--- src/hw/rtl/ustc_pkg.sv ---
package ustc_pkg;

    localparam int NUM_STAGES = 14;
    localparam int SEARCH_STEPS = 8;

    localparam logic [11:0] BASE_YEAR = 12'd1970;
    localparam logic [7:0] LAST_YEAR_IDX = 8'd136;
    localparam logic [7:0] IDX_YEAR_2100 = 8'd130;
    localparam logic [7:0] IDX_YEAR_2101 = 8'd131;
    localparam logic [8:0] LEAP_DAY_DOY = 9'd59;

    // floor(2^32 / 675): quotient estimate low by at most one
    localparam logic [22:0] RECIP_675 = 23'd6362914;
    localparam logic [9:0] DAY_SECS_DIV128 = 10'd675;
    // ceil(2^24 / 60): exact for values below 86400
    localparam logic [18:0] RECIP_60 = 19'd279621;

    typedef struct packed {
        logic [4:0] hour;
        logic [5:0] minute;
        logic [5:0] second;
    } hms_t;

    // First day (counted from 1970-01-01) of year 1970 + i, for i up to 136.
    function automatic logic [15:0] year_start(input logic [7:0] i);
        logic [15:0] base;
        logic [15:0] leaps;
        base = 16'(i) * 16'd365;
        leaps = 16'((9'(i) + 9'd1) >> 2);
        if (i >= IDX_YEAR_2101) begin
            leaps = leaps - 16'd1;
        end
        return base + leaps;
    endfunction

    // Day of year on which month m begins, non-leap year.
    function automatic logic [8:0] month_start(input logic [3:0] m);
        logic [8:0] d;
        unique case (m)
            4'd1:    d = 9'd0;
            4'd2:    d = 9'd31;
            4'd3:    d = 9'd59;
            4'd4:    d = 9'd90;
            4'd5:    d = 9'd120;
            4'd6:    d = 9'd151;
            4'd7:    d = 9'd181;
            4'd8:    d = 9'd212;
            4'd9:    d = 9'd243;
            4'd10:   d = 9'd273;
            4'd11:   d = 9'd304;
            4'd12:   d = 9'd334;
            default: d = 9'd365;
        endcase
        return d;
    endfunction

endpackage

--- src/hw/rtl/unix_seconds_to_calendar_date.sv ---
// Unix seconds to calendar date and time of day.
//
// Input channel s_*: one 32-bit count of seconds since 1970-01-01 00:00:00
// UTC per transfer. Result channel m_*: year, month, day of month, hour,
// minute and second of that instant, one result transfer per input.
//
// The block is a 14-stage pipeline, and a new input is taken every cycle
// while the receiver does not stall. The stages: a reciprocal multiply
// splits off whole days, two reciprocal multiplies by 1/60 give the time
// of day, an 8-step binary search over the year start table finds the year,
// and three stages resolve leap day, month and day from the cumulative
// month table.
//
// Reset clears the stage valid bits only; the pipeline comes up empty.
// When a result waits with m_ready low the whole pipeline holds, and
// s_ready is low until the result is taken (s_ready = !m_valid | m_ready),
// so no transfer is lost or repeated.
module unix_seconds_to_calendar_date (
    input  logic        aclk,
    input  logic        aresetn,
    input  logic        s_valid,
    output logic        s_ready,
    input  logic [31:0] s_epoch_seconds,
    output logic        m_valid,
    input  logic        m_ready,
    output logic [11:0] m_year,
    output logic [3:0]  m_month,
    output logic [4:0]  m_day_of_month,
    output logic [4:0]  m_hour,
    output logic [5:0]  m_minute,
    output logic [5:0]  m_second
);
    import ustc_pkg::*;

    logic                  en;
    logic [NUM_STAGES-1:0] v_reg;

    // day split
    logic [47:0] p1_reg;
    logic [24:0] q1a_reg;
    logic [6:0]  loa_reg;
    logic [15:0] est_reg;
    logic [24:0] estm_reg;
    logic [24:0] q1b_reg;
    logic [6:0]  lob_reg;
    logic [16:0] sod_reg;

    // year search
    logic [15:0] dy_reg [2:10];
    logic [7:0]  ix_reg [2:10];
    logic [7:0]  ix_next [3:10];

    // time of day
    logic [35:0] tp_reg;
    logic [16:0] sod3_reg;
    logic [10:0] mt4_reg;
    logic [5:0]  sec4_reg;
    logic [29:0] hp_reg;
    logic [10:0] mt5_reg;
    logic [5:0]  sec5_reg;
    hms_t        tm_reg [6:NUM_STAGES-1];

    // month and day
    logic [8:0]  doy11_reg;
    logic        leap11_reg;
    logic [7:0]  ix11_reg;
    logic [8:0]  doy12_reg;
    logic [3:0]  mon12_reg;
    logic        feb29_12_reg;
    logic [7:0]  ix12_reg;
    logic [11:0] year_reg;
    logic [3:0]  mon_reg;
    logic [4:0]  day_reg;

    logic [15:0] est_c;
    logic [24:0] rem_c;
    logic [9:0]  rem_fix_c;
    logic [15:0] days_c;
    logic [10:0] mt_c;
    logic [5:0]  sec_c;
    logic [4:0]  hour_c;
    logic [5:0]  min_c;
    logic        leap_c;
    logic [8:0]  doy_c;
    logic        feb29_c;
    logic [8:0]  doy_adj_c;
    logic [3:0]  mon_c;

    assign en      = !v_reg[NUM_STAGES-1] || m_ready;
    assign s_ready = en;
    assign m_valid = v_reg[NUM_STAGES-1];

    always_ff @(posedge aclk) begin
        if (!aresetn) begin
            v_reg <= '0;
        end else if (en) begin
            v_reg <= {v_reg[NUM_STAGES-2:0], s_valid};
        end
    end

    always_comb begin
        est_c = p1_reg[47:32];
        rem_c = q1b_reg - estm_reg;
        if (rem_c[10:0] >= 11'(DAY_SECS_DIV128)) begin
            rem_fix_c = 10'(rem_c[10:0] - 11'(DAY_SECS_DIV128));
            days_c    = est_reg + 16'd1;
        end else begin
            rem_fix_c = rem_c[9:0];
            days_c    = est_reg;
        end
        mt_c   = tp_reg[34:24];
        sec_c  = 6'(sod3_reg - 17'(mt_c) * 17'd60);
        hour_c = hp_reg[28:24];
        min_c  = 6'(mt5_reg - 11'(hour_c) * 11'd60);
    end

    always_comb begin
        logic [7:0] cand;
        for (int k = 2; k < 2 + SEARCH_STEPS; k++) begin
            cand = ix_reg[k] | 8'(1 << (SEARCH_STEPS + 1 - k));
            if (cand <= LAST_YEAR_IDX && dy_reg[k] >= year_start(cand)) begin
                ix_next[k+1] = cand;
            end else begin
                ix_next[k+1] = ix_reg[k];
            end
        end
    end

    always_comb begin
        leap_c  = (ix_reg[10][1:0] == 2'd2) && (ix_reg[10] != IDX_YEAR_2100);
        doy_c   = 9'(dy_reg[10] - year_start(ix_reg[10]));
        feb29_c = leap11_reg && (doy11_reg == LEAP_DAY_DOY);
        doy_adj_c = (leap11_reg && doy11_reg > LEAP_DAY_DOY) ? doy11_reg - 9'd1 : doy11_reg;
        mon_c = 4'd1;
        for (int m = 1; m < 12; m++) begin
            if (doy_adj_c >= month_start(4'(m + 1))) begin
                mon_c = 4'(m + 1);
            end
        end
    end

    always_ff @(posedge aclk) begin
        if (en) begin
            p1_reg   <= 48'(s_epoch_seconds[31:7]) * 48'(RECIP_675);
            q1a_reg  <= s_epoch_seconds[31:7];
            loa_reg  <= s_epoch_seconds[6:0];

            est_reg  <= est_c;
            estm_reg <= 25'(est_c) * 25'(DAY_SECS_DIV128);
            q1b_reg  <= q1a_reg;
            lob_reg  <= loa_reg;

            dy_reg[2] <= days_c;
            ix_reg[2] <= 8'd0;
            sod_reg   <= {rem_fix_c, lob_reg};
            for (int k = 3; k <= 10; k++) begin
                dy_reg[k] <= dy_reg[k-1];
                ix_reg[k] <= ix_next[k];
            end

            tp_reg   <= 36'(sod_reg) * 36'(RECIP_60);
            sod3_reg <= sod_reg;
            mt4_reg  <= mt_c;
            sec4_reg <= sec_c;
            hp_reg   <= 30'(mt4_reg) * 30'(RECIP_60);
            mt5_reg  <= mt4_reg;
            sec5_reg <= sec4_reg;
            tm_reg[6] <= '{hour: hour_c, minute: min_c, second: sec5_reg};
            for (int k = 7; k < NUM_STAGES; k++) begin
                tm_reg[k] <= tm_reg[k-1];
            end

            doy11_reg  <= doy_c;
            leap11_reg <= leap_c;
            ix11_reg   <= ix_reg[10];

            doy12_reg    <= doy_adj_c;
            mon12_reg    <= mon_c;
            feb29_12_reg <= feb29_c;
            ix12_reg     <= ix11_reg;

            year_reg <= BASE_YEAR + 12'(ix12_reg);
            if (feb29_12_reg) begin
                mon_reg <= 4'd2;
                day_reg <= 5'd29;
            end else begin
                mon_reg <= mon12_reg;
                day_reg <= 5'(doy12_reg - month_start(mon12_reg) + 9'd1);
            end
        end
    end

    assign m_year         = year_reg;
    assign m_month        = mon_reg;
    assign m_day_of_month = day_reg;
    assign m_hour         = tm_reg[NUM_STAGES-1].hour;
    assign m_minute       = tm_reg[NUM_STAGES-1].minute;
    assign m_second       = tm_reg[NUM_STAGES-1].second;

    a_date_range: assert property (@(posedge aclk) disable iff (!aresetn)
        m_valid |-> (m_year >= 12'd1970 && m_year <= 12'd2106 &&
                     m_month >= 4'd1 && m_month <= 4'd12 &&
                     m_day_of_month >= 5'd1 && m_day_of_month <= 5'd31))
        else $error("date field out of range");

    a_time_range: assert property (@(posedge aclk) disable iff (!aresetn)
        m_valid |-> (m_hour <= 5'd23 && m_minute <= 6'd59 && m_second <= 6'd59))
        else $error("time field out of range");

    a_feb_days: assert property (@(posedge aclk) disable iff (!aresetn)
        (m_valid && m_month == 4'd2) |-> (m_day_of_month <= 5'd29))
        else $error("February day out of range");

    a_stall_freeze: assert property (@(posedge aclk) disable iff (!aresetn)
        (m_valid && !m_ready) |=> $stable(v_reg))
        else $error("pipeline moved during stall");

endmodule
--- config.mk ---
export PLATFORM = sky130hd
export DESIGN_NAME = unix_seconds_to_calendar_date
export DESIGN_NICKNAME = d
export VERILOG_FILES = /design/src/hw/rtl/ustc_pkg.sv /design/src/hw/rtl/unix_seconds_to_calendar_date.sv
export SDC_FILE = /design/constraint.sdc
export NUM_CORES = 2
export LEC_CHECK = 0
export BUFFER_PORTS_ARGS = -buffer_cell sky130_fd_sc_hd__buf_2
export CAP_MARGIN = 5
export CORE_ASPECT_RATIO = 0.7
export CORE_MARGIN = 8
export CORE_UTILIZATION = 50
export CTS_BUF_LIST = sky130_fd_sc_hd__clkbuf_4 sky130_fd_sc_hd__clkbuf_8
export CTS_CLUSTER_SIZE = 12
export DETAILED_ROUTE_END_ITERATION = 10
export GPL_TIMING_DRIVEN = 0
export PLACE_DENSITY = 0.66
export SYNTH_ARGS = -nofsm -noshare
export SYNTH_HDL_FRONTEND = slang
export SYNTH_SLANG_ARGS = --single-unit
export TNS_END_PERCENT = 5
--- constraint.sdc ---
create_clock -name aclk -period 35 [get_ports aclk]
set_input_delay 5.25 -clock aclk [delete_from_list [all_inputs] [get_ports aclk]]
set_output_delay 5.25 -clock aclk [all_outputs]
set_load 0.05 [all_outputs]
==> results.cfg <==
[synthesis]
synth_edf_count = 512
synth-simple-area-share = 0.0463
yosys.area_share.adder = 0.394
synthArstFlopShare = 0
yosys.area.top_type = edfxtp_1
synthTopCellsByArea = edfxtp_1, ha_1, fa_1
synth_xor_area_frac = 0.0461
yosysSeqAreaShare = 0.381
yosysMostFrequentCell = ha_1
synth-seq-cells = 526
synth_compound_area_frac = 0.0657
synthesis.nets = 4483
synth_top_family_by_area = adder cells
netlist_area_um2 = 41100
synth_top_area_share = 0.374
synth-main-ff-cell = edfxtp_1
ys_warn_count = 0
synth.top_cells.by_count = ha_1, inv_1, edfxtp_1, fa_1, xnor2_1
synth.area.mux_share = 0.00332
syn_inst = 3324
syn_area_per_cell_um2 = 12.4
yosysUniqueCellTypes = 81

[timing]
slew_violations = 0
worstMarginPinSlew_ns = 0.632
period_minus_slack_ns = 12.71
hold_ws_ns = 0.407
finalSetupViolCount = 0
slew_headroom = 0.578
final.setup.tns_ns = 0
finalHoldViolations = 0
skew_ns = 0.0360
grt_setup_unrepaired = false
setup_slack_ns = 22.29
layout_worst_path_cycle_share = 0.363
max_freq_mhz = 78.7

[routing]
ant_nets = 0
drc = 0
drtIter0Drc = 1010
via_count = 23000
dr.pass1.iters = 7
routed_wl_mm = 69.4
viasPerCell = 4.96
routedWlPerCell_um = 14.9

[setup_path]
cp-start-kind = primary input
critPathArrivalTime_ns = 7.46
max_stage_delay_ns = 0.53
cp_max_fo = 66
critPathMostFrequentCell = buf_16
crit_slowest_cell = clkbuf_4
end_kind = output pin
crit_chain = buf_2 -> nor2b_1 -> inv_1 -> clkbuf_4 -> buf_16 -> buf_16 -> buf_16 -> buf_2
crit_required_ns = 29.75
crit_type = primary input to output pin

[cts]
hold_buffers = 0
cts_setup_buffers = 0
cts_buffer_depth = 3
clock_latency_ns = 0.70
cts_tree = built
clkTransAtPathRegs_ns = 0.06
cts_resized = 0
htreeDepth = 3
cts-root-buf = clkbuf_8
cts_buffers = 84
cts.sinks = 526

[finish]
area_delta_synth_final_pct = 8.79
fin_area_um2 = 44700
final_nets = 4652
largest_reg_flops = 137
drive_gt1_frac = 0.0770
nFillCells = 6950

[floorplanning]
ioPinCount = 76
core_um2 = 81900
dieArea_um2 = 91800
die_w_um = 359
fp.dieH_um = 256
initial_utilization = 0.502
fp-row-count = 88

[global_route]
antenna_found_initial = 2
track_usage = 0.157
grt_pass1_wl_mm = 119
grt_start_max_net_pins = 75
grt_pass1_vias = 23600
grt_overflow = 0

[run_status]
status = finished clean

[placed_design]
io_buffer_count = 75
gp_congestion = 0.847
dp_slack_ns = 22.24
placed_area_um2 = 43100
dpl.hpwl_mm = 55.0

[hold_path]
min_path_type = flop to flop

[job]
maxCapViolations = 0
-- final timing paths --
| kind | endpoint | slack [ns] | cells past startpoint | start |
|---|---|---|---|---|
| setup / recovery | s_ready | 22.29 | 8 | m_ready |
| hold / removal | q1b_reg[10]$_DFFE_PP_ | 0.41 | 0 | q1a_reg[10]$_DFFE_PP_ |
| setup reg to reg | ix_reg[0][80]$_DFFE_PP_ | 27.66 | 28 | ix_reg[0][75]$_DFFE_PP_ |
| hold reg to reg | q1b_reg[10]$_DFFE_PP_ | 0.41 | 0 | q1a_reg[10]$_DFFE_PP_ |
-- critical path, delay by kind of cell --
kind	cells	cell delay, ns
simple gates	1	0.08
buf+inv	7	1.99
-- final cells by class --
cell class                      count  area, um^2  area share
Inverter                          642        2410      0.0539
Sequential cell                   526       15700       0.350
Multi-Input combinational cell   2127       22800       0.511
Tap cell                         1080        1350      0.0302
Antenna cell                        2        5.00    0.000112
Clock buffer                      100        1280      0.0287
Buffer                             29         195     0.00437
Timing Repair Buffer               83         596      0.0133
Clock inverter                     52         373     0.00834
-- per-stage QoR --
step,cells,utilization
floorplan,3324,-
global placement,4479,0.523
detailed placement,4487,0.526
CTS,4639,0.546
global route,4641,0.546
finish,4641,0.546
-- kinds of logic after synthesis --
group / after synthesis
AOI/OAI and AO/OA: 403
xor gates and xnor gates: 214
adders and majority gates: 1123
buffers and inverters: 671
DFF: 526
muxes: 13
other: 1
and+or+nand+nor: 373
-- layer usage --
metal / vias to the layer above / global-route usage / wire length, um
li1: 11800 / - / -
met3: 90 / 0.0261 / 2350
met1: 10800 / 0.241 / 36800
met2: 283 / 0.232 / 29100
met5: - / 0 / 0
met4: 0 / 0.0330 / 1140
-- cell usage in the layout, fill, tap and decap left out, drive strengths merged, types with 5 or more instances in the layout --
cell type,n
ha,836
inv,645
nor3,26
clkinv,37
xnor2,154
nor2b,26
nand3,39
a21boi,19
a211oi,18
dfxtp,14
a21oi,116
mux2i,8
a31oi,13
clkbuf,107
o21bai,20
and2,8
fa,287
mux2,5
o31a,7
o41ai,8
and3,18
clkinvlp,9
o31ai,9
nand2b,32
xor2,60
a21o,59
o21a,24
buf,105
or3,7
o21ai,73
nand4,25
nand2,95
edfxtp,512
nor2,74
or2,10
Power is left out: the tool's default activity adds up to more than one toggle a clock period on the data nets, which glitch-free logic cannot reach.
